## src/rtl/core/bba_pkg.sv

```systemverilog
// Shared types, constants and codes of the buddy block allocator.
package bba_pkg;

  localparam int UNIT_COUNT   = 4096;
  localparam int ORDER_LEVELS = 11;
  localparam int TOP_ORDER    = ORDER_LEVELS - 1;
  localparam int IDX_W        = 12;
  localparam int LINK_W       = 13;
  localparam int ORD_W        = 4;
  localparam int SIZE_W       = 17;

  localparam logic [LINK_W-1:0] NIL       = LINK_W'(UNIT_COUNT);
  localparam logic [LINK_W-1:0] COUNT_MAX = '1;

  localparam logic CMD_ALLOC = 1'b0;
  localparam logic CMD_FREE  = 1'b1;

  localparam logic [1:0] STATUS_OK    = 2'd0;
  localparam logic [1:0] STATUS_NOBLK = 2'd1;
  localparam logic [1:0] STATUS_BAD   = 2'd2;

  typedef struct packed {
    logic             cmd;
    logic [ORD_W-1:0] block_order;
    logic [IDX_W-1:0] unit_index;
  } bba_in_t;

  typedef struct packed {
    logic [1:0]       status;
    logic [IDX_W-1:0] granted_index;
  } bba_out_t;

  typedef enum logic [3:0] {
    OP_NONE, OP_LOAD, OP_CLEAR, OP_ASEL, OP_REM, OP_SPLIT,
    OP_PUSH1, OP_PUSH2, OP_FRD, OP_RESULT
  } dp_op_t;

  typedef struct packed {
    dp_op_t     op;
    logic       merge;
    logic [1:0] status;
  } dp_cmd_t;

  typedef struct packed {
    logic clear_last;
    logic is_alloc;
    logic order_bad;
    logic free_bad;
    logic any_found;
    logic cur_gt_ord;
    logic cur_at_top;
    logic head_valid;
    logic buddy_match;
    logic out_busy;
  } dp_stat_t;

endpackage

```

## src/rtl/core/bba_ctrl.sv

```systemverilog
// Controller state machine of the buddy allocator.
module bba_ctrl import bba_pkg::*; (
  input  logic     clk,
  input  logic     rst_n,
  input  logic     in_valid,
  output logic     in_stall,
  input  dp_stat_t stat,
  output dp_cmd_t  cmd
);

  typedef enum logic [3:0] {
    S_CLR, S_IDLE, S_CHK, S_AREM, S_SPLIT, S_FWALK, S_FEVAL,
    S_PUSH1, S_PUSH2, S_DONE
  } state_t;

  state_t     state_r, state_nxt;
  logic [1:0] status_r, status_nxt;
  state_t     post_push;

  assign post_push = (stat.is_alloc && stat.cur_gt_ord) ? S_SPLIT : S_DONE;

  always_comb begin
    state_nxt  = state_r;
    status_nxt = status_r;
    cmd.op     = OP_NONE;
    cmd.merge  = 1'b0;
    cmd.status = status_r;
    unique case (state_r)
      S_CLR: begin
        cmd.op = OP_CLEAR;
        if (stat.clear_last) begin
          state_nxt = S_IDLE;
        end
      end
      S_IDLE: begin
        if (in_valid) begin
          cmd.op    = OP_LOAD;
          state_nxt = S_CHK;
        end
      end
      S_CHK: begin
        if (stat.order_bad) begin
          status_nxt = STATUS_BAD;
          state_nxt  = S_DONE;
        end else if (stat.is_alloc) begin
          if (stat.any_found) begin
            cmd.op     = OP_ASEL;
            status_nxt = STATUS_OK;
            state_nxt  = S_AREM;
          end else begin
            status_nxt = STATUS_NOBLK;
            state_nxt  = S_DONE;
          end
        end else if (stat.free_bad) begin
          status_nxt = STATUS_BAD;
          state_nxt  = S_DONE;
        end else begin
          status_nxt = STATUS_OK;
          state_nxt  = S_FWALK;
        end
      end
      S_AREM: begin
        cmd.op    = OP_REM;
        state_nxt = stat.cur_gt_ord ? S_SPLIT : S_DONE;
      end
      S_SPLIT: begin
        cmd.op    = OP_SPLIT;
        state_nxt = S_PUSH1;
      end
      S_FWALK: begin
        if (stat.cur_at_top) begin
          state_nxt = S_PUSH1;
        end else begin
          cmd.op    = OP_FRD;
          state_nxt = S_FEVAL;
        end
      end
      S_FEVAL: begin
        if (stat.buddy_match) begin
          cmd.op    = OP_REM;
          cmd.merge = 1'b1;
          state_nxt = S_FWALK;
        end else begin
          state_nxt = S_PUSH1;
        end
      end
      S_PUSH1: begin
        cmd.op    = OP_PUSH1;
        state_nxt = stat.head_valid ? S_PUSH2 : post_push;
      end
      S_PUSH2: begin
        cmd.op    = OP_PUSH2;
        state_nxt = post_push;
      end
      S_DONE: begin
        if (!stat.out_busy) begin
          cmd.op    = OP_RESULT;
          state_nxt = S_IDLE;
        end
      end
      default: begin
        state_nxt = S_IDLE;
      end
    endcase
  end

  always_ff @(posedge clk) begin
    if (!rst_n) begin
      state_r  <= S_CLR;
      status_r <= STATUS_OK;
    end else begin
      state_r  <= state_nxt;
      status_r <= status_nxt;
    end
  end

  assign in_stall = (state_r != S_IDLE);

`ifndef SYNTHESIS
  a_load_on_transfer: assert property (@(posedge clk) disable iff (!rst_n)
    cmd.op == OP_LOAD |=> state_r == S_CHK)
    else $error("Accepted transfer not checked.");
  a_merge_walks: assert property (@(posedge clk) disable iff (!rst_n)
    cmd.op == OP_REM && cmd.merge |=> state_r == S_FWALK)
    else $error("Merge not followed by the next level.");
  a_result_idles: assert property (@(posedge clk) disable iff (!rst_n)
    cmd.op == OP_RESULT |=> !in_stall)
    else $error("Not ready after a result.");
`endif

endmodule
```

## config.mk

```make
export PLATFORM = sky130hd
export DESIGN_NAME = bba_ctrl
export DESIGN_NICKNAME = d
export VERILOG_FILES = /design/src/rtl/core/bba_pkg.sv /design/src/rtl/core/bba_ctrl.sv
export SDC_FILE = /design/constraint.sdc
export NUM_CORES = 1
export LEC_CHECK = 0
export BUFFER_PORTS_ARGS = -buffer_cell sky130_fd_sc_hd__buf_2
export CAP_MARGIN = 20
export CORE_MARGIN = 2
export CORE_UTILIZATION = 30
export DETAILED_ROUTE_END_ITERATION = 8
export GPL_TIMING_DRIVEN = 0
export RECOVER_POWER = 50
export SYNTH_ARGS = -nofsm -noshare
export SYNTH_HDL_FRONTEND = slang
export SYNTH_SLANG_ARGS = --single-unit
```

## constraint.sdc

```tcl
create_clock -name clk -period 3.91 [get_ports clk]
set_input_delay 0.782 -clock clk [delete_from_list [all_inputs] [get_ports clk]]
set_output_delay 0.782 -clock clk [all_outputs]
set_load 0.03 [all_outputs]
```

==> flow_summary.ini, run 1 <==
[sta]
worst_pin_slew_ps = 451
final-hold-violation-count = 0
setup_ws_ps = 1300
final.min_clock_period_ps = 2610
setup_viol = 0
drv_slew = 0
fin_crit_sh_pct = 66.7
clock_skew_ps = 0.465
rsz0062_at_grt = false
fin_tns_setup_ps = 0
slew_headroom_pct = 69.7
fmax_mhz = 384
timing.hold.ws_ps = 498

[synth]
synth-edff-count = 0
synthFlopType = dfxtp_1
yosysSeqAreaShare_pct = 20.7
netlist_instances = 83
syn_avg_cell_area_sq_um = 6.98
yosys_warnings = 0
synthArstFlopShare_pct = 0
ys_types = 33
yosysTopAreaCell = dfxtp_1
ys_ff_latch = 6
yosysTopAreaCellShare_pct = 20.7
netlist_area_sq_um = 579
synth_area_leaders = dfxtp_1 (21%), a21oi_1 (6.0%), o21ai_0 (5.2%)
syn-num-nets = 96

[routing]
ant_nets = 0
wire_per_inst_microns = 12.1
firstDrtPassIters = 4
viasPerCell = 5.34
wl_microns = 1590
drt_iter0_markers = 19
drc = 0
vias = 699

[global_route]
antenna_found_initial = 0
grt_max_degree = 11
grt_pass1_vias = 590
grt_first_pass_wirelength_microns = 2500
overflow = 0
grtUsageTotal_pct = 15.5

[final_layout]
synthToLayoutAreaGrowth_pct = 25.7
final_area_sq_um = 728
layout_common_cells = buf_2 (20), nand2_1 (8), nor2_1 (7), a21oi_1 (7)
diodes = 0
final_common_cell = buf_2
drive_gt1_share_pct = 25.5
num-nets-final = 121
fillers = 201
fin_util_pct = 41.3

[worst_setup_path]
critPathArrivalTime_ps = 1830
worst_ep_required_time_ps = 3130
r2r_cells = 5
crit_chain = clkbuf_1 -> and4bb_1 -> nor2b_1 -> a31oi_1 -> o32ai_1 -> buf_2
max_stage_delay_ps = 360
slowest_stage = and4bb_1
cp-start-kind = primary input
cp-end-kind = output pin
critPathMaxFanout = 4
critPathKind = primary input to output pin

[clock_tree]
cts_tree = yes
cts_setup_buffers = 0
cts.path.max_buffers = 2
ctsHoldBuffers = 0
clock_latency_ps = 240
cts_max_level = 1
path_clk_slew_ps = 40
cts_resized = 0
cts_sinks = 6
numCtsBuffers = 3
root_buffer = clkbuf_4

[worst_hold_path]
holdPathStages = 2
min_path_type = flop to flop

[pwr]
p_per_area_nw_per_um2 = 283
vdd_drop_max_mv = 0.239
power_leakage_nw = 0.277

[floorplan]
start_util_pct = 32.8
die_area_sq_um = 2300
chipWidth_microns = 47.9
fp.dieH_microns = 47.9
design.core.area_sq_um = 1760
ioPinCount = 21
row_count = 15

[place]
portBuffers = 20
place_area_sq_um = 711
place_congestion = 0.845
dp_slack_ps = 1320
hpwl_microns = 1240

[job]
maxCapViolations = 0

[outcome]
status = finished clean
## where the power goes
part	switching [mW]	internal, mW	total, mW
Combinational	0.0537	0.0304	0.0841
Clock	0.0200	0.0346	0.0545
Sequential	0.00262	0.0647	0.0673
## synth_stat cells (all sizes together), types with 2 or more instances
| cell | instances |
|---|---|
| nand2b | 3 |
| dfxtp | 6 |
| a21oi | 7 |
| buf | 6 |
| inv | 5 |
| o21ai | 6 |
| a211oi | 3 |
| a31oi | 3 |
| nand3 | 2 |
| o31ai | 3 |
| nor2b | 2 |
| nor3 | 5 |
| nor2 | 7 |
| nand2 | 8 |
## per-layer routing
layer  part of all wire [%]  global-route usage [%]  vias to the layer above
met4                      0                       0                        0
met3                    7.1                    5.66                        0
met5                      0                       0                        -
li1                       -                       -                      361
met2                     45                    24.8                       27
met1                     48                    21.3                      311
## worst paths after layout
kind | end | from | slack [ps]
setup / recovery | cmd[4] | stat[7] | 1300
hold / removal | status_r[0] | status_r[0] | 500
setup reg to reg | state_r[3] | state_r[2] | 2310
hold reg to reg | status_r[0] | status_r[0] | 500
## registers in the layout, indices dropped and copies added, names as in the netlist
| name | flops |
|---|---|
| state_r | 4 |
| status_r | 2 |
## cell families (layout without fill, tap and decap cells)
logic type	count (synthesis)	count (layout)	synth area share [%]
buf+inv	12	35	9.93
flops	6	6	20.7
simple gates	32	32	29.2
mux	1	1	1.73
compound gates	32	32	38.4
## layout make-up
type                            instances  area [sq um]  share of cell area, %
Sequential cell                         6           120                   16.5
Multi-Input combinational cell         65           402                   55.2
Timing Repair Buffer                   20          96.3                   13.2
Tap cell                               25          31.3                   4.30
Clock buffer                            3          22.5                   3.09
Buffer                                  7          37.5                   5.15
Inverter                                5          18.8                   2.58
## through the flow
step / power [mW] / cells
after floorplan: 0.127 / 83
after global placement: 0.151 / 128
after detailed placement: 0.152 / 128
after CTS: 0.209 / 131
after global routing: 0.222 / 131
final: 0.206 / 131
## critical path, delay by kind of cell
family,cells,cell delay (ps)
compound gates,2,190
buf+inv,2,340
simple gates,2,510
No activity file was read; power rests on OpenSTA's default activity.
==> run 2, diff against run 1 <==
clock period = 2.1 ns   (was 3.91 ns; I/O delays follow)
==> run 2 against run 1 <==
Net effect:
- wire length is 2.5% lower
- sequential share of layout area is 0.17 points lower
- clock skew hardly changed
- count of clock-buffer cells in the layout stayed put
- clock power is 87% higher
- sequential power is 86% higher
- critical path depth stayed put
- via count is 0.72% lower
- global-route usage stayed put
==> flow_summary.ini, run 2 (synthesis results as in run 1) <==
[sta]
rsz0062_at_grt = false
slew_headroom_pct = 69.5
timing.hold.ws_ps = 456
final-hold-violation-count = 0
fin_tns_setup_ps = 0
final.min_clock_period_ps = 1970
fmax_mhz = 509
setup_viol = 0
setup_ws_ps = 134
clock_skew_ps = 0.477
worst_pin_slew_ps = 454
fin_crit_sh_pct = 93.6
drv_slew = 0

[pwr]
pwr-share-clk_pct = 26.4
internal_power_mw = 0.243
seqPwrFrac_pct = 32.6
switchingPower_mw = 0.141
switching_share_pct = 36.7
finalPower_mw = 0.385
p_per_area_nw_per_um2 = 523
power.share.combinational_pct = 41.0
power_leakage_nw = 0.289
vdd_drop_max_mv = 0.449

[global_route]
grt_max_degree = 11
grt_first_pass_wirelength_microns = 2500
antenna_found_initial = 0
overflow = 0
grt_pass1_vias = 590
grtUsageTotal_pct = 15.5

[worst_setup_path]
slowest_stage = dfxtp_1
r2r-start = state_r[2]
worst_path_most_repeated_cell = buf_2
cp-start-kind = flop
crit_chain = buf_2 -> clkbuf_2 -> a311oi_1 -> a21oi_1 -> o21ai_0 -> buf_2
rrSetupSlack_ps = 610
crit_buf_inv = 3
r2r-end = state_r[1]
critPathKind = flop to output pin
cp-end-kind = output pin
worst_ep_required_time_ps = 1680
critPathArrivalTime_ps = 1550
critPathMaxFanout = 10
crit_family = buffers and inverters
r2r_cells = 4
max_stage_delay_ps = 290

[routing]
wire_per_inst_microns = 11.9
viasPerCell = 5.34
wl_microns = 1550
drc = 0
ant_nets = 0
vias = 694
drt_iter0_markers = 24
firstDrtPassIters = 5

[final_layout]
final_common_cell = buf_2
fin_util_pct = 41.7
final_area_sq_um = 736
top_register = state_r
reg.largest.list = state_r (4), status_r (2)
drive_gt1_share_pct = 29.5
stdcell_count = 130
largest_reg_flops = 4
num-nets-final = 120
layout_common_cells = buf_2 (20), nand2_1 (8), a21oi_1 (7)
diodes = 0
synthToLayoutAreaGrowth_pct = 27.0

[clock_tree]
cts_sinks = 6
path_clk_slew_ps = 40
cts_setup_buffers = 0
cts_tree = yes
clock_latency_ps = 240
cts.path.max_buffers = 2
cts_resized = 0
numCtsBuffers = 3
cts_max_level = 1
root_buffer = clkbuf_4
ctsHoldBuffers = 0

[floorplan]
die_area_sq_um = 2300
start_util_pct = 32.8
chipWidth_microns = 47.9
design.core.area_sq_um = 1760
fp.dieH_microns = 47.9
row_count = 15
ioPinCount = 21

[outcome]
status = finished clean

[worst_hold_path]
min-delay-start = rst_n
holdPathStages = 3
worstHoldEndpoint = state_r[0]
min_path_type = primary input to flop

[job]
maxCapViolations = 0

[place]
place_congestion = 0.845
hpwl_microns = 1240
dp_cells = 128
dp_slack_ps = 234
portBuffers = 20
place_area_sq_um = 711
run 2: changes by cell type in the layout (fill, tap and decap cells not counted):
cell and change:
buf_4 +1, clkbuf_1 -4, clkbuf_2 +1, clkbuf_4 +1
nor2_1 -1, nor2_2 +1
run 2: power by group through the flow:
| stage | sequential, mW | clock, mW | combinational [mW] |
|---|---|---|---|
| 6_report | 0.125 | 0.102 | 0.158 |
| 5_1_grt | 0.126 | 0.115 | 0.175 |
| 4_1_cts | 0.125 | 0.108 | 0.157 |
| 3_5_place_dp | 0.127 | 0 | 0.156 |
| 3_3_place_gp | 0.127 | 0 | 0.155 |
| 2_1_floorplan | 0.128 | 0 | 0.109 |
run 2: worst min-delay path, cell delays in order:
cell	delay [ps]
buf_2	100
o21ai_0	80
a31oi_1	40
run 2: cell type report:
type | count | area, sq um
timing repair buffer | 20 | 100
inverter | 5 | 18.8
sequential | 6 | 120
tap | 25 | 31.3
clock buffer | 3 | 22.5
buffer | 6 | 38.8
multi-input combinational | 65 | 404
fill | 201 | 1030
run 2: layer usage:
| metal | track usage [%] | vias up | part of all wire, % |
|---|---|---|---|
| li1 | - | 359 | - |
| met2 | 24.8 | 25 | 47 |
| met5 | 0 | - | 0 |
| met1 | 21.3 | 310 | 47 |
| met4 | 0 | 0 | 0 |
| met3 | 5.66 | 0 | 6.7 |
run 2: worst max-delay path by stage:
| stage | endpoint | slack, ps | cells past startpoint | from |
|---|---|---|---|---|
| 5_1_grt | cmd[3] | 6 | 6 | state_r[3] |
| 3_3_place_gp | cmd[4] | 250 | 6 | stat[7] |
| 3_5_place_dp | cmd[4] | 230 | 6 | stat[7] |
| 4_1_cts | cmd[3] | 20 | 6 | state_r[3] |
| 2_1_floorplan | cmd[2] | 40 | 3 | state_r[3] |
| 6_report | cmd[3] | 130 | 6 | state_r[3] |
